==> config.mk <==
export PLATFORM = sky130hd
export DESIGN_NAME = modular_exponentiation
export DESIGN_NICKNAME = d
export VERILOG_FILES = /design/src/hdl/modexp_pkg.sv /design/src/hdl/modexp_mulmod.sv /design/src/hdl/modular_exponentiation.sv
export SDC_FILE = /design/constraint.sdc
export NUM_CORES = 1
export LEC_CHECK = 0
export BUFFER_PORTS_ARGS = -buffer_cell sky130_fd_sc_hd__buf_4
export CAP_MARGIN = 20
export CORE_UTILIZATION = 45
export DETAILED_ROUTE_END_ITERATION = 7
export PLACE_DENSITY_LB_ADDON = 0.2
export SETUP_SLACK_MARGIN = 0.15
export SLEW_MARGIN = 10
export SYNTH_ARGS = -nofsm -noshare
export SYNTH_HDL_FRONTEND = slang
export SYNTH_SLANG_ARGS = --single-unit
==> constraint.sdc <==
create_clock -name clock -period 14.1 [get_ports clock]
set_input_delay 2.82 -clock clock [delete_from_list [all_inputs] [get_ports clock]]
set_output_delay 2.82 -clock clock [all_outputs]
set_load 0.005 [all_outputs]
==> src/hdl/modexp_pkg.sv <==
`default_nettype none

package modexp_pkg;

   // Width of the item fields and the register
   localparam int unsigned FIELD_WIDTH = 32;

   // Default datapath width
   localparam int unsigned DEFAULT_OPERAND_WIDTH = 32;

   // Modulus after reset
   localparam logic [FIELD_WIDTH-1:0] MODULUS_RESET = 32'd2;

endpackage : modexp_pkg

`default_nettype wire

==> src/hdl/modexp_mulmod.sv <==
`default_nettype none

// Interleaved bit-serial modular multiplier: one bit of op_a per cycle,
// doubling the partial product and adding op_b where the bit is set.
// op_b must be below the modulus; the product stays below it throughout.
module modexp_mulmod #(
   parameter int unsigned OPERAND_WIDTH = modexp_pkg::DEFAULT_OPERAND_WIDTH
) (
   input  wire logic                     clock,
   input  wire logic                     reset,
   input  wire logic                     start,
   input  wire logic [OPERAND_WIDTH-1:0] op_a,
   input  wire logic [OPERAND_WIDTH-1:0] op_b,
   input  wire logic [OPERAND_WIDTH-1:0] modulus,
   output logic                          done,
   output logic [OPERAND_WIDTH-1:0]      product
);
   import modexp_pkg::*;

   localparam int unsigned W  = OPERAND_WIDTH;
   localparam int unsigned CW = $clog2(W);
   localparam logic [CW-1:0] LAST_COUNT = CW'(W - 1);

   logic          busy_ff, busy_in;
   logic          done_ff, done_in;
   logic [CW-1:0] count_ff, count_in;
   logic [W-1:0]  acc_ff, acc_in;
   logic [W-1:0]  a_ff, a_in;
   logic [W-1:0]  b_ff, b_in;
   logic [W-1:0]  doubled;
   logic [W-1:0]  stepped;

   // (x + y) mod m for x, y below m, carry kept in the extra bit
   function automatic logic [W-1:0] add_mod(input logic [W-1:0] x,
                                            input logic [W-1:0] y,
                                            input logic [W-1:0] m);
      logic [W:0] sum;
      logic [W:0] diff;
      sum  = {1'b0, x} + {1'b0, y};
      diff = sum - {1'b0, m};
      if (sum >= {1'b0, m}) begin
         return diff[W-1:0];
      end
      return sum[W-1:0];
   endfunction

   // One step: double, then add op_b under the current top bit of op_a
   always_comb begin
      doubled = add_mod(acc_ff, acc_ff, modulus);
      stepped = a_ff[W-1] ? add_mod(doubled, b_ff, modulus) : doubled;
   end

   // Sequence the steps
   always_comb begin
      busy_in  = busy_ff;
      done_in  = 1'b0;
      count_in = count_ff;
      acc_in   = acc_ff;
      a_in     = a_ff;
      b_in     = b_ff;
      if (start) begin
         busy_in  = 1'b1;
         count_in = LAST_COUNT;
         acc_in   = '0;
         a_in     = op_a;
         b_in     = op_b;
      end else if (busy_ff) begin
         acc_in = stepped;
         a_in   = {a_ff[W-2:0], 1'b0};
         if (count_ff == '0) begin
            busy_in = 1'b0;
            done_in = 1'b1;
         end else begin
            count_in = count_ff - CW'(1);
         end
      end
   end

   always_ff @(posedge clock) begin
      if (reset) begin
         busy_ff <= 1'b0;
         done_ff <= 1'b0;
      end else begin
         busy_ff <= busy_in;
         done_ff <= done_in;
      end
      count_ff <= count_in;
      acc_ff   <= acc_in;
      a_ff     <= a_in;
      b_ff     <= b_in;
   end

   assign done    = done_ff;
   assign product = acc_ff;

endmodule : modexp_mulmod

`default_nettype wire

==> src/hdl/modular_exponentiation.sv <==
`default_nettype none

// Channel   Direction  Handshake           Payload
// req       in         req_valid/req_stall req_base_value, req_exponent_value
// rsp       out        rsp_valid/rsp_stall rsp_power_result
// csr       in         csr_wen             csr_wdata (modulus)
//
// W = OPERAND_WIDTH. An item runs from acceptance to a valid result as a base reduction,
// then a square per exponent bit and a multiply per set bit, each in the one shared
// bit-serial multiplier. A modulus below two gives 0 without using the multiplier.
// req_stall is high until the result is loaded; a result held by rsp_stall only delays
// the finish of the next item.
// Synchronous active-high reset; the modulus resets to two.
module modular_exponentiation #(
   parameter int unsigned OPERAND_WIDTH = modexp_pkg::DEFAULT_OPERAND_WIDTH
) (
   input  wire logic                                clock,
   input  wire logic                                reset,
   input  wire logic                                req_valid,
   output logic                                     req_stall,
   input  wire logic [modexp_pkg::FIELD_WIDTH-1:0]  req_base_value,
   input  wire logic [modexp_pkg::FIELD_WIDTH-1:0]  req_exponent_value,
   output logic                                     rsp_valid,
   input  wire logic                                rsp_stall,
   output logic [modexp_pkg::FIELD_WIDTH-1:0]       rsp_power_result,
   input  wire logic                                csr_wen,
   input  wire logic [modexp_pkg::FIELD_WIDTH-1:0]  csr_wdata
);
   import modexp_pkg::*;

   localparam int unsigned W  = OPERAND_WIDTH;
   localparam int unsigned CW = $clog2(W);
   localparam logic [CW-1:0] LAST_BIT = CW'(W - 1);
   localparam logic [W-1:0]  ONE      = W'(1);
   localparam logic [W-1:0]  TWO      = W'(2);

   localparam logic [2:0] ST_IDLE   = 3'd0;
   localparam logic [2:0] ST_REDUCE = 3'd1;
   localparam logic [2:0] ST_SQUARE = 3'd2;
   localparam logic [2:0] ST_MULT   = 3'd3;
   localparam logic [2:0] ST_FINISH = 3'd4;

   logic [2:0]             state_ff, state_in;
   logic [W-1:0]           modulus_ff, modulus_in;
   logic [W-1:0]           base_ff, base_in;
   logic [W-1:0]           expo_ff, expo_in;
   logic [CW-1:0]          bit_ff, bit_in;
   logic [W-1:0]           acc_ff, acc_in;
   logic                   rsp_valid_ff, rsp_valid_in;
   logic [FIELD_WIDTH-1:0] rsp_result_ff, rsp_result_in;

   logic                   mul_start;
   logic [W-1:0]           mul_a;
   logic [W-1:0]           mul_b;
   logic                   mul_done;
   logic [W-1:0]           mul_product;
   logic                   req_take;
   logic                   out_free;

   modexp_mulmod #(
      .OPERAND_WIDTH(W)
   ) u_mulmod (
      .clock   (clock),
      .reset   (reset),
      .start   (mul_start),
      .op_a    (mul_a),
      .op_b    (mul_b),
      .modulus (modulus_ff),
      .done    (mul_done),
      .product (mul_product)
   );

   assign req_stall = (state_ff != ST_IDLE);
   assign req_take  = req_valid && (state_ff == ST_IDLE);
   assign out_free  = !rsp_valid_ff || !rsp_stall;

   // Take register writes
   always_comb begin
      modulus_in = modulus_ff;
      if (csr_wen) begin
         modulus_in = W'(csr_wdata);
      end
   end

   // Sequence: reduce base, then square per exponent bit and multiply per set bit
   always_comb begin
      state_in      = state_ff;
      base_in       = base_ff;
      expo_in       = expo_ff;
      bit_in        = bit_ff;
      acc_in        = acc_ff;
      rsp_valid_in  = rsp_valid_ff && rsp_stall;
      rsp_result_in = rsp_result_ff;
      mul_start     = 1'b0;
      mul_a         = mul_product;
      mul_b         = mul_product;
      case (state_ff)
         ST_IDLE: begin
            if (req_take) begin
               expo_in = W'(req_exponent_value);
               bit_in  = LAST_BIT;
               if (modulus_ff < TWO) begin
                  acc_in   = '0;
                  state_in = ST_FINISH;
               end else begin
                  // base mod m as base times one
                  mul_start = 1'b1;
                  mul_a     = W'(req_base_value);
                  mul_b     = ONE;
                  state_in  = ST_REDUCE;
               end
            end
         end
         ST_REDUCE: begin
            if (mul_done) begin
               base_in   = mul_product;
               mul_start = 1'b1;
               mul_a     = ONE;
               mul_b     = ONE;
               state_in  = ST_SQUARE;
            end
         end
         ST_SQUARE: begin
            if (mul_done) begin
               acc_in = mul_product;
               if (expo_ff[W-1]) begin
                  mul_start = 1'b1;
                  mul_b     = base_ff;
                  state_in  = ST_MULT;
               end else if (bit_ff == '0) begin
                  state_in = ST_FINISH;
               end else begin
                  bit_in    = bit_ff - CW'(1);
                  expo_in   = {expo_ff[W-2:0], 1'b0};
                  mul_start = 1'b1;
               end
            end
         end
         ST_MULT: begin
            if (mul_done) begin
               acc_in = mul_product;
               if (bit_ff == '0) begin
                  state_in = ST_FINISH;
               end else begin
                  bit_in    = bit_ff - CW'(1);
                  expo_in   = {expo_ff[W-2:0], 1'b0};
                  mul_start = 1'b1;
                  state_in  = ST_SQUARE;
               end
            end
         end
         ST_FINISH: begin
            // Hold until the output register is free
            if (out_free) begin
               rsp_valid_in  = 1'b1;
               rsp_result_in = FIELD_WIDTH'(acc_ff);
               state_in      = ST_IDLE;
            end
         end
         default: begin
            state_in = ST_IDLE;
         end
      endcase
   end

   always_ff @(posedge clock) begin
      if (reset) begin
         state_ff     <= ST_IDLE;
         modulus_ff   <= W'(MODULUS_RESET);
         rsp_valid_ff <= 1'b0;
      end else begin
         state_ff     <= state_in;
         modulus_ff   <= modulus_in;
         rsp_valid_ff <= rsp_valid_in;
      end
      base_ff       <= base_in;
      expo_ff       <= expo_in;
      bit_ff        <= bit_in;
      acc_ff        <= acc_in;
      rsp_result_ff <= rsp_result_in;
   end

   assign rsp_valid        = rsp_valid_ff;
   assign rsp_power_result = rsp_result_ff;

endmodule : modular_exponentiation

`default_nettype wire

**Yosys cells after proc, flatten, opt, wreduce, memory -nomap -nowiden**

Index checks and enable logic that the tools add are counted.

- $add $sub $neg: 6
- Order comparisons: 3
- Eq/ne operators: 15
- Multiplexer cells: 59
- Bitwise operators: 2
- Reduce and logical (&&, ||, !) cells: 22

Operators by type and width:

| cell | number |
|---|---|
| 2-to-1 mux 32 bit | 23 |
| case mux 32 bit (3 select lines) | 2 |
| case mux 32 bit (2 select lines) | 2 |
| adder 32 x 32 -> 33 bit | 2 |
| >= comparator 33 x 32 -> 1 bit | 2 |
| subtractor 32 bit | 2 |
| < comparator 32 x 2 -> 1 bit (second input constant) | 1 |
| 2-to-1 mux 3 bit | 9 |
| 2-to-1 mux 5 bit | 5 |
| 2-to-1 mux 1 bit | 15 |
| case mux 3 bit (5 select lines) | 1 |
| case mux 5 bit (3 select lines) | 1 |
| logical NOT 5 bit | 2 |
| inequality test 2 x 1 -> 1 bit (second input constant) | 5 |
| inequality test 2 bit (second input constant) | 5 |
| AND reduction 5 bit | 2 |
| subtractor 5 x 1 -> 5 bit (second input constant) | 2 |
| AND reduction 7 bit | 1 |
| == test 3 x 2 -> 1 bit (second input constant) | 2 |
| AND reduction 2 bit | 3 |
| AND reduction 6 bit | 1 |
| nonzero test 3 bit | 2 |
| case mux 1 bit (4 select lines) | 1 |
| AND reduction 4 bit | 1 |
| other kinds (11) | 15 |

- Flip-flop bits (word level): 272
- Bits of input ports: 101
- Output and inout bits: 34

**Depth between registers and ports, before layout**

Gate-level depths: netlist of run 1.

- Depth after elaboration: 9
- Depth in mapped cells: 35
- Gate-level depth less buffers: 31

**By module**

A second synthesis of run 1 with hierarchy kept.

- Cells, all modules: 1,599
- Area, all modules: 16,633.5 um^2

By module, submodules not included:

| module | instances | cells each | area an instance (um^2) | seq. area each (um^2) |
|---|---|---|---|---|
| modexp_mulmod | 1 | 1,075 | 9,510.4 | 2,702.6 |
| modular_exponentiation | 1 | 524 | 7,123.1 | 4,714.5 |

**Least setup slack after synthesis of run 1**

Ideal clock, no wire load.

- Path type: register to register
- Start: reg modulus_ff[11]
- End: reg u_mulmod.acc_ff[8] (netlist: u_mulmod.product[8])
- Arrival time: 6.965 ns
- Required time: 14.008 ns
- Slack: 7.043 ns
- Stages on the path, launching flop included: 34
- Path buffers: 4
- Clock period less this slack: 7.057 ns
- Cells stage by stage: dfxtp_1 inv_1 ha_1 a21o_1 a31o_1 a221o_1 a2111oi_4 o31a_2 o21ai_2 a31o_1 buf_6 buf_6 mux2_4 ha_1 o211ai_1 o21ai_0 o21ai_0 or2_2 o2111ai_1 nand4_1 a32oi_1 xor2_1 ha_1 nand3_1 or4_1 nor4_1 a211oi_1 o2111ai_1 or2_1 buf_2 buf_2 nand2_1 a31o_2 o32ai_1

- Cells in the longest elaborated chain, start to end: 8

RTL lines:

| item | line | RTL |
|---|---|---|
| start, declared | modular_exponentiation.sv:44 | `logic [W-1:0] modulus_ff, modulus_in;` |
| start signal, assigned | modular_exponentiation.sv:169 | `modulus_ff <= W'(MODULUS_RESET);` |
| start signal, assigned | modular_exponentiation.sv:173 | `modulus_ff <= modulus_in;` |
| >= comparator 33 x 32 -> 1 bit / subtractor 32 bit (equally long branches) | modexp_mulmod.sv:41, modexp_mulmod.sv:40 |  |
| 2-to-1 mux 1 bit / 2-to-1 mux 32 bit (equally long branches) | modexp_mulmod.sv:41 | `if (sum >= {1'b0, m}) begin` |
| 2-to-1 mux 32 bit | modexp_mulmod.sv:44 | `return sum[W-1:0];` |
| adder 32 x 32 -> 33 bit | modexp_mulmod.sv:39 | `sum = {1'b0, x} + {1'b0, y};` |
| subtractor 32 bit / >= comparator 33 x 32 -> 1 bit (equally long branches) | modexp_mulmod.sv:40, modexp_mulmod.sv:41 |  |
| 2-to-1 mux 32 bit / 2-to-1 mux 1 bit (equally long branches) | modexp_mulmod.sv:41 |  |
| 2-to-1 mux 32 bit | modexp_mulmod.sv:44 |  |
| 2-to-1 mux 32 bit | modexp_mulmod.sv:50 | `stepped = a_ff[W-1] ? add_mod(doubled, b_ff, modulus) : doubled;` |
| end signal, assigned | modexp_mulmod.sv:88 | `acc_ff <= acc_in;` |
| end, declared | modexp_mulmod.sv:27 | `logic [W-1:0] acc_ff, acc_in;` |

Several ways; a longest one is shown, not always the timed one. The select of a mux whose other input is x is not followed.
A chain may end at the register's enable or synchronous reset.

**Final worst setup path of run 1**

- Start: reg modulus_ff[2]
- End: reg u_mulmod.acc_ff[29] (netlist: u_mulmod.product[29])

- Cells in the longest elaborated chain, start to end: 8

RTL lines:

| item | line |
|---|---|
| subtractor 32 bit / >= comparator 33 x 32 -> 1 bit (equally long branches) | modexp_mulmod.sv:40, modexp_mulmod.sv:41 |
| 2-to-1 mux 32 bit / 2-to-1 mux 1 bit (equally long branches) | modexp_mulmod.sv:41 |
| 2-to-1 mux 32 bit | modexp_mulmod.sv:44 |
| adder 32 x 32 -> 33 bit | modexp_mulmod.sv:39 |
| subtractor 32 bit / >= comparator 33 x 32 -> 1 bit (equally long branches) | modexp_mulmod.sv:40, modexp_mulmod.sv:41 |
| 2-to-1 mux 32 bit / 2-to-1 mux 1 bit (equally long branches) | modexp_mulmod.sv:41 |
| 2-to-1 mux 32 bit | modexp_mulmod.sv:44 |
| 2-to-1 mux 32 bit | modexp_mulmod.sv:50 |

Several ways; a longest one is shown, not always the timed one. The select of a mux whose other input is x is not followed.

==> metrics.md, run 1 <==
| Metric | Value |
|---|---|
| Ys flop type | `edfxtp_1` |
| Area Overhead vs Synth | `15.7%` |
| Final Cycle Share | `about two thirds` |
| Critical Path RT | `between 10 and 15 ns` |
| Slowest-stage cell, CP | `nor2_1` |
| Core Rows | `a little under 70` |
| Resize count post-CTS | `0` |
| Adder-cell share of the synthesized area | `between 7 and 8%` |
| # hold bufs at CTS | `0` |
| Initial antenna violation count | `0` |
| FF-to-FF path depth | `31` |
| Worst rel slew slack | `a little over a quarter` |
| Post-synth EDFFs | `between 150 and 200` |
| Routed WL per cell | `approximately 22 um` |
| Yosys reg bits | `approximately 270` |
| Largest cells by area after synthesis | `edfxtp_1 (36%), dfxtp_1 (9.1%), ha_1 (7.4%), a21oi_1 (6.0%), nor2_1 (4.1%)` |
| Vias in the first global route | `approximately 14k` |
| Minimum clock period | `9.30 ns` |
| Vias per inst | `about 6` |
| IO Pins | `around 140` |
| Post-Syn Area per Cell | `between 9 and 10 um^2` |
| Final core utilization | `between 50% and 60%` |
| Final ANT Viol Nets | `0` |
| DRC Markers | `2` |
| Arrival time worst endpoint | `slightly below 10 ns` |
| Synth Instances | `between 1.5k and 2k` |
| Cell variety after synth | `between 70 and 80` |
| Congestion Overflow GR | `0` |
| Synth area leader | `edfxtp_1` |
| Final worst slack | `4.80 ns` |
| Initial drt markers | `around 1.3k` |
| Async SR Flop Fraction | `0%` |
| Initial Utilization | `46.1%` |
| Synth Area in XOR/XNOR | `4.78%` |
| Status | `finished with violations` |
| Clock root buffer | `clkbuf_16` |
| Worst slack at placement | `between 4 and 5 ns` |
| Syn_nets | `roughly 1.9k` |
| GPL Wtd Cong | `between 1 and 1.5` |
| H-tree depth | `2` |
| Diodes inserted | `0` |
| Largest net degree at the start of global routing | `between 50 and 60` |
| Setup_tns | `0 ns` |
| NumNets Final | `2,008` |
| Final wirelength | `49.6 mm` |
| Num Clock Sinks | `approximately 270` |
| Top cell by count, worst path | `ha_1` |
| Crit Path Class | `reg -> reg` |
| Worst Max-Slew Pin Slew | `between 1 and 1.5 ns` |
| Layout cell share with drive strength beyond 1 | `13.3%` |
| Cts bufs inserted | `35` |
| Complex-gate fraction of the synthesized area | `between 20 and 25%` |
| Via count | `between 10k and 15k` |
| Crit start category | `flop` |
| Drt first pass iters | `7` |
| Longest Clk Path Bufs | `3` |
| Setup bufs post-CTS | `0` |
| All-Layer GR Usage | `a little over a quarter` |
| CP endpoint kind | `flop` |
| Post-synthesis mux area share | `4.26%` |
| Final setup viols | `0` |
| Failing checks | `design-rule violations` |
| Register clock-pin slew on the reported worst setup and hold paths | `0.06 ns` |
| Detailed placement HPWL | `~38 mm` |
| Simple-gate share of the synthesized area | `13.1%` |
| Die ar. | `37,500 um^2` |
| Largest family of logic cells by synthesized area | `compound AO/OA/AOI/OAI gates` |
| CTS tree | `done` |
| Worst Skew | `0.0258 ns` |
| Later-pin clock latency in the skew report | `approximately 0.55 ns` |
| Core Region | `35,800 um^2` |
| RSZ-0062 raised after global routing | `false` |
| WHS Path Cells | `0` |
| Worst hold path class | `reg -> reg` |
| Die width | `between 150 and 200 um` |
| Max_cap viols | `0` |
| Endpoints failing hold | `0` |
| Global-route wire length before repair | `approximately 77 mm` |
| # port buffers | `roughly 130` |
| Worst path max stage delay | `approximately 0.74 ns` |
| Die height | `about 190 um` |
| Sequential area share after synthesis | `44.9%` |
| FMAX | `between 100 and 150 MHz` |
| Slew Limit Fails | `0` |
| Yosys warnings | `0` |
| Crit Path Max Fanout | `36` |
| Post-synth top area share | `35.8%` |
| Synth Cell Area | `between 15,000 and 20,000 um^2` |
[worst max-delay path, delay by kind of cell, from the launching register on]
kind / cells / cell delay [ns]
AO/OA/AOI/OAI: 16 / 4.27
flip-flops: 1 / 0.51
AND/OR/NAND/NOR: 7 / 1.76
buffers and inverters: 3 / 0.92
adder cells (fa/ha/maj): 3 / 1.07
multiplexers: 1 / 0.35
XOR/XNOR: 1 / 0.26
[logic make-up after synthesis]
| logic type | count (synthesis) |
|---|---|
| multiplexers | 64 |
| flip-flops | 272 |
| XOR/XNOR | 90 |
| buffers and inverters | 154 |
| AND/OR/NAND/NOR | 474 |
| adder cells (fa/ha/maj) | 101 |
| AO/OA/AOI/OAI | 543 |
[cell usage in the layout, fill, tap and decap left out, types with 9 or more instances in the layout]
master and instances:
a211oi_1 14, a21boi_0 9, a21o_1 30, a21oi_1 195, a22o_1 62, a22oi_1 15, a31oi_1 16, and2_1 36
buf_4 153, clkbuf_16 35, dfxtp_1 75, edfxtp_1 197, ha_1 98, inv_1 68, mux2_4 11, mux2i_1 47
nand2_1 115, nand2b_1 9, nand3_1 33, nand4_1 16, nor2_1 179, nor2b_1 13, nor3_1 28, nor4_1 14
o211ai_1 19, o21a_1 18, o21ai_0 70, o21ai_1 16, xnor2_1 55, xor2_1 35
[state kept, by name, indices dropped and copies added (netlist names), 32 cells and up]
| register | flops |
|---|---|
| acc_ff | 32 |
| base_ff | 32 |
| expo_ff | 32 |
| modulus_ff | 32 |
| rsp_power_result | 32 |
| u_mulmod.a_ff | 32 |
| u_mulmod.b_ff | 32 |
| u_mulmod.product | 32 |
[through the flow]
step	hold WS (ns)	instance area [um^2]	instances
after detailed placement	0.405	17900	2227
after floorplan	0.400	16500	1698
after global routing	0.422	19100	2292
after global placement	0.403	17900	2227
after CTS	0.418	19000	2289
final	0.416	19100	2292
[layout make-up]
class	instances	area, um^2
fill	3218	16700
multi-input combinational	1272	8530
sequential	272	7420
timing repair buffer	156	1210
clock buffer	41	898
tap	461	577
inverter	69	259
clock inverter	21	206
[cell usage after synthesis, types with 18 or more instances]
cell / instances
nand3_1: 33
o21a_1: 18
nor3_1: 29
and2_1: 36
o21ai_0: 70
a21oi_1: 197
nand2_1: 115
nor2_1: 182
edfxtp_1: 197
ha_1: 98
inv_1: 68
mux2i_1: 47
dfxtp_1: 75
o211ai_1: 19
a22o_1: 62
clkbuf_1: 70
xnor2_1: 55
xor2_1: 35
a21o_1: 30
[layer usage]
metal  vias to the layer above  GRT usage (%)  part of all wire [%]
li1                       6538              -                     -
met1                      6632           33.8                    43
met2                       464           44.7                    49
met3                       114           4.04                   5.0
met4                         0           10.5                   3.5
met5                         -              0                     0
[worst paths after layout]
kind                         startpoint  slack (ns)                           endpoint
max reg2reg  modulus_ff[2]$_SDFFE_PP0P_        4.80  u_mulmod.product[29]$_SDFFE_PP0P_
min            acc_ff[31]$_SDFFCE_PP0P_        0.42     rsp_power_result[31]$_DFFE_PP_
min reg2reg    acc_ff[31]$_SDFFCE_PP0P_        0.42     rsp_power_result[31]$_DFFE_PP_
max          modulus_ff[2]$_SDFFE_PP0P_        4.80  u_mulmod.product[29]$_SDFFE_PP0P_
Power of run 1 is not shown: default switching activity piles up to over one toggle a cycle in this logic, so the estimate is an artifact.
==> run 2, diff against run 1 <==
- clock period: 14.1 -> 9.2 ns (I/O delays scaled with it)
==> metrics.md, run 2 (same netlist as run 1, synthesis figures left out) <==
| Metric | Value |
|---|---|
| Status | `finished with violations` |
| Failing checks | `design-rule violations` |
| Routed WL per cell | `21.5 um (-0.79%)` |
| Final Cycle Share | `91.5% (+25 points)` |
| Congestion Overflow GR | `0 (unchanged)` |
| FMAX | `119 MHz (+11%)` |
| Setup bufs post-CTS | `0 (unchanged)` |
| Final worst slack | `0.786 ns (-4.01 ns)` |
| Final core utilization | `53.6% (+0.26 points)` |
| Final ANT Viol Nets | `0 (unchanged)` |
| Final wirelength | `49.3 mm (-0.71%)` |
| Crit Path Max Fanout | `23 (-36%)` |
| Cts bufs inserted | `31 (-11%)` |
| Worst hold path class | `reg -> reg` |
| Minimum clock period | `8.41 ns (-0.890 ns)` |
| Vias in the first global route | `13.4k (-0.98%)` |
| Initial antenna violation count | `1 (+1)` |
| Top cell by count, worst path | `ha_1` |
| Setup_tns | `0 ns (unchanged)` |
| Area Overhead vs Synth | `16.3%` |
| Worst rel slew slack | `33.0% (+5.6 points)` |
| Vias per inst | `5.97 (-0.49%)` |
| DRC Markers | `2 (unchanged)` |
| # hold bufs at CTS | `0 (unchanged)` |
| Arrival time worst endpoint | `8.91 ns (-0.82 ns)` |
| Critical Path RT | `9.70 ns (-4.82 ns)` |
| GPL Wtd Cong | `0.963 (-4.2%)` |
| Detailed placement HPWL | `37.3 mm (-0.59%)` |
| Largest net degree at the start of global routing | `45 (-15%)` |
| IO Pins | `135 (unchanged)` |
| Worst Skew | `0.0123 ns (-0.0135 ns)` |
| CP endpoint kind | `flop` |
| Num Clock Sinks | `272 (unchanged)` |
| # port buffers | `134 (unchanged)` |
| Via count | `13.7k (-0.41%)` |
| Worst slack at placement | `0.619 ns (-4.28 ns)` |
| H-tree depth | `1 (-1)` |
| Endpoints failing hold | `0 (unchanged)` |
| Buffers & Inverters on Critical Path | `2 (-1)` |
| Worst Max-Slew Pin Slew | `1.00 ns (-0.0856 ns)` |
| Commonest non-fill, non-tap cell in the layout | `edfxtp_1` |
| Crit Path Class | `reg -> reg` |
| Drt first pass iters | `7 (unchanged)` |
| Final setup viols | `0 (unchanged)` |
| Max_cap viols | `0 (unchanged)` |
| Later-pin clock latency in the skew report | `0.60 ns (+0.05 ns)` |
| Worst path max stage delay | `0.56 ns (-0.18 ns)` |
| NumNets Final | `2,011 (+0.15%)` |
| Core Region | `35,800 um^2 (unchanged)` |
| Layout cell share with drive strength beyond 1 | `13.9% (+0.53 points)` |
| Die ar. | `37,500 um^2 (unchanged)` |
| Resize count post-CTS | `0 (unchanged)` |
| Die height | `194 um (unchanged)` |
| RSZ-0062 raised after global routing | `false` |
| Longest Clk Path Bufs | `3 (unchanged)` |
| Initial Utilization | `46.1% (unchanged)` |
| Die width | `194 um (unchanged)` |
| Core Rows | `69 (unchanged)` |
| Initial drt markers | `1,108 (-14%)` |
| Clock root buffer | `clkbuf_16` |
| CTS tree | `done` |
| Delay-heaviest family, CP | `compound AO/OA/AOI/OAI gates` |
| Global-route wire length before repair | `76.1 mm (-0.62%)` |
| Diodes inserted | `0 (unchanged)` |
| Most frequent cells in the layout | `edfxtp_1 (197), a21oi_1 (195), nor2_1 (179)` |
| Slew Limit Fails | `0 (unchanged)` |
| All-Layer GR Usage | `26.0% (-0.41 points)` |
| Register clock-pin slew on the reported worst setup and hold paths | `0.06 ns (about the same)` |
| Slowest-stage cell, CP | `or4_1` |
| Crit start category | `flop` |
[run 2: changes by cell type in the layout (fill, tap and decap cells not counted), moves of 2 or more]
cell       delta
buf_4         +5
buf_8         +2
bufinv_16     +5
clkbuf_1      -4
clkbuf_16     -4
clkinv_8      -2
inv_6         +2
[run 2: stage by stage]
stage               instance area [um^2]  std cells  hold slack [ns]
detailed placement                 18000       2235            0.405
floorplan                          16500       1698            0.400
CTS                                19100       2292            0.421
finish                             19200       2294            0.420
global route                       19200       2294            0.425
global placement                   18000       2234            0.401
[run 2: routing by layer]
layer	wire (um)	vias up	GRT usage, %	part of all wire, %
li1	-	6551	-	-
met1	21000	6595	33.4	43
met2	24000	448	44.9	49
met3	2760	96	3.63	5.6
met4	1490	2	8.74	3.0
met5	12	-	0	0.024
[run 2: final timing paths]
kind	from	to	slack, ns	cells after the start
worst max-delay path	u_mulmod.product[9]$_SDFFE_PP0P_	u_mulmod.product[15]$_SDFFE_PP0P_	0.79	30
worst min-delay path	acc_ff[22]$_SDFFCE_PP0P_	rsp_power_result[22]$_DFFE_PP_	0.42	0
worst max register to register	u_mulmod.product[9]$_SDFFE_PP0P_	u_mulmod.product[15]$_SDFFE_PP0P_	0.79	30
worst min register to register	acc_ff[22]$_SDFFCE_PP0P_	rsp_power_result[22]$_DFFE_PP_	0.42	0
[run 2: worst register-to-register path: cells and delay by family (launching register included)]
kind | cells | cell delay, ns
buf+inv | 2 | 0.40
compound gates | 13 | 3.57
simple gates | 10 | 2.23
xor+xnor | 1 | 0.20
flops | 1 | 0.51
fa+ha+maj | 3 | 1.10
mux | 1 | 0.31
[run 2: cell type report]
type                    count  area, um^2
multi-input cells        1272        8540
clock inverters            24         330
fillers                  3229       16600
flip-flops and latches    272        7420
repair buffers            163        1280
inverters                  69         259
clock buffers              33         783
well taps                 461         577
Power of run 2 is left out for the same reason.
==> run 3, diff against run 2 <==
==> constraint.sdc (replaced) <==
create_clock -name clock -period 9.2 [get_ports clock]
set_input_delay 0.46 -clock clock [delete_from_list [all_inputs] [get_ports clock]]
set_output_delay 0.46 -clock clock [all_outputs]
set_load 0.005 [all_outputs]
==> metrics.md, run 3 (same netlist as run 1, synthesis figures left out) <==
| Metric | Value |
|---|---|
| Status | `finished with violations` |
| Failing checks | `design-rule violations` |
| Die height | `194 um (unchanged)` |
| Filler cells | `3,248 (+0.59%)` |
| FF-to-FF path depth | `30 (unchanged)` |
| Worst path max stage delay | `0.59 ns (+0.03 ns)` |
| Placed instance area | `18,000 um^2 (about the same)` |
| Final wirelength | `49.2 mm (about the same)` |
| Crit start category | `flop` |
| Cts bufs inserted | `31 (unchanged)` |
| Minimum clock period | `8.56 ns (+0.149 ns)` |
| Core Region | `35,800 um^2 (unchanged)` |
| Core Rows | `69 (unchanged)` |
| Via count | `13.6k (-0.64%)` |
| Vias per inst | `5.93 (-0.69%)` |
| GPL Wtd Cong | `0.961 (-0.14%)` |
| H-tree depth | `1 (unchanged)` |
| Buffers & Inverters on Critical Path | `2 (unchanged)` |
| Final core utilization | `53.5% (-0.12 points)` |
| Slowest-stage cell, CP | `a2111oi_0` |
| Routed WL per cell | `21.4 um (-0.11%)` |
| Num Clock Sinks | `272 (unchanged)` |
| Layout cell share with drive strength beyond 1 | `13.5% (-0.33 points)` |
| Congestion Overflow GR | `0 (unchanged)` |
| NumNets Final | `2,011 (unchanged)` |
| Drt first pass iters | `8 (+1)` |
| Worst rel slew slack | `34.6% (+1.7 points)` |
| Stages on the worst setup path | `30 (unchanged)` |
| Setup_tns | `0 ns (unchanged)` |
| DRC Markers | `2 (unchanged)` |
| Arrival time worst endpoint | `9.03 ns (+0.12 ns)` |
| Worst Max-Slew Pin Slew | `0.978 ns (-0.0251 ns)` |
| CTS tree | `done` |
| Delay-heaviest family, CP | `compound AO/OA/AOI/OAI gates` |
| Slew Limit Fails | `0 (unchanged)` |
| Initial drt markers | `1,258 (+14%)` |
| Final Cycle Share | `93.1% (+1.6 points)` |
| # hold bufs at CTS | `0 (unchanged)` |
| Max_cap viols | `0 (unchanged)` |
| Detailed placement HPWL | `37.4 mm (+0.19%)` |
| Final worst slack | `0.637 ns (-0.149 ns)` |
| Worst hold path class | `in -> reg` |
| Critical Path RT | `9.66 ns (-0.04 ns)` |
| WHS Path Cells | `3 (+3)` |
| Die ar. | `37,500 um^2 (unchanged)` |
| Most frequent cells in the layout | `edfxtp_1 (197), a21oi_1 (195), nor2_1 (179)` |
| Initial Utilization | `46.1% (unchanged)` |
| Later-pin clock latency in the skew report | `0.58 ns (-0.02 ns)` |
| Diodes inserted | `0 (unchanged)` |
| Final ANT Viol Nets | `0 (unchanged)` |
| # port buffers | `134 (unchanged)` |
| Register clock-pin slew on the reported worst setup and hold paths | `0.06 ns (about the same)` |
| Commonest non-fill, non-tap cell in the layout | `edfxtp_1` |
| Area Overhead vs Synth | `16.0%` |
| Initial antenna violation count | `0 (-1)` |
| Global-route wire length before repair | `75.6 mm (-0.72%)` |
| IO Pins | `135 (unchanged)` |
| Largest net degree at the start of global routing | `46 (+2.2%)` |
| FMAX | `117 MHz (-1.7%)` |
| Longest Clk Path Bufs | `3 (unchanged)` |
| Crit Path Max Fanout | `23 (unchanged)` |
| Top cell by count, worst path | `ha_1` |
| CP endpoint kind | `flop` |
| Die width | `194 um (unchanged)` |
| RSZ-0062 raised after global routing | `false` |
| Cell area after layout | `19,200 um^2 (-0.22%)` |
| Vias in the first global route | `13.1k (-2.3%)` |
| Worst slack at placement | `0.597 ns (-0.0213 ns)` |
| All-Layer GR Usage | `25.9% (-0.068 points)` |
| Final setup viols | `0 (unchanged)` |
| Clock root buffer | `clkbuf_16` |
| Worst Skew | `0.0198 ns (+0.00752 ns)` |
| Setup bufs post-CTS | `0 (unchanged)` |
| Endpoints failing hold | `0 (unchanged)` |
| Crit Path Class | `reg -> reg` |
## run 3: cell types whose count changed in the layout (fill, tap and decap cells not counted), moves of 2 or more
| cell | before | now |
|---|---|---|
| clkinv_1 | 3 | 9 |
| clkinv_4 | 3 | 1 |
| clkinv_2 | 6 | 2 |
| inv_6 | 2 | 4 |
## run 3: worst paths after layout
check	startpoint	end	slack (ns)
setup / recovery	u_mulmod.product[9]$_SDFFE_PP0P_	u_mulmod.product[12]$_SDFFE_PP0P_	0.64
hold / removal	csr_wdata[5]	modulus_ff[5]$_SDFFE_PP0P_	0.11
setup reg to reg	u_mulmod.product[9]$_SDFFE_PP0P_	u_mulmod.product[12]$_SDFFE_PP0P_	0.64
hold reg to reg	acc_ff[24]$_SDFFCE_PP0P_	rsp_power_result[24]$_DFFE_PP_	0.42
## run 3: worst reg2reg max path, delay by kind of cell (launching register included)
kind,cells,cell delay (ns)
multiplexers,1,0.32
AO/OA/AOI/OAI,15,4.15
flip-flops,1,0.51
adder cells (fa/ha/maj),3,1.07
XOR/XNOR,1,0.30
AND/OR/NAND/NOR,8,1.67
buffers and inverters,2,0.43
## run 3: cell type report
cell class                 count  area [um^2]  area share (%)
multi-input combinational   1272         8530            44.6
tap                          461          577            3.01
clock buffer                  33          783            4.09
clock inverter                25          313            1.63
sequential                   272         7420            38.7
timing repair buffer         163         1270            6.62
inverter                      69          259            1.35
## run 3: per-layer routing
layer  global-route usage [%]  wire (um)
met5                        0          0
met4                     9.39       1750
met3                     3.82       2620
met2                     43.6      23700
met1                     33.9      21100
## run 3: per-stage QoR
step / std cells / hold WS (ns)
3_5_place_dp: 2236 / 0.406
6_report: 2295 / 0.113
3_3_place_gp: 2235 / 0.401
2_1_floorplan: 1698 / 0.400
4_1_cts: 2294 / 0.0883
5_1_grt: 2295 / 0.108
## run 3: what timing repair did
action | 4_1_cts | 5_1_grt
resized for setup | 0 | 3
setup endpoints to repair | 0 | 32
endpoints found under the hold margin | 0 | 0
Power of run 3 is left out for the same reason.
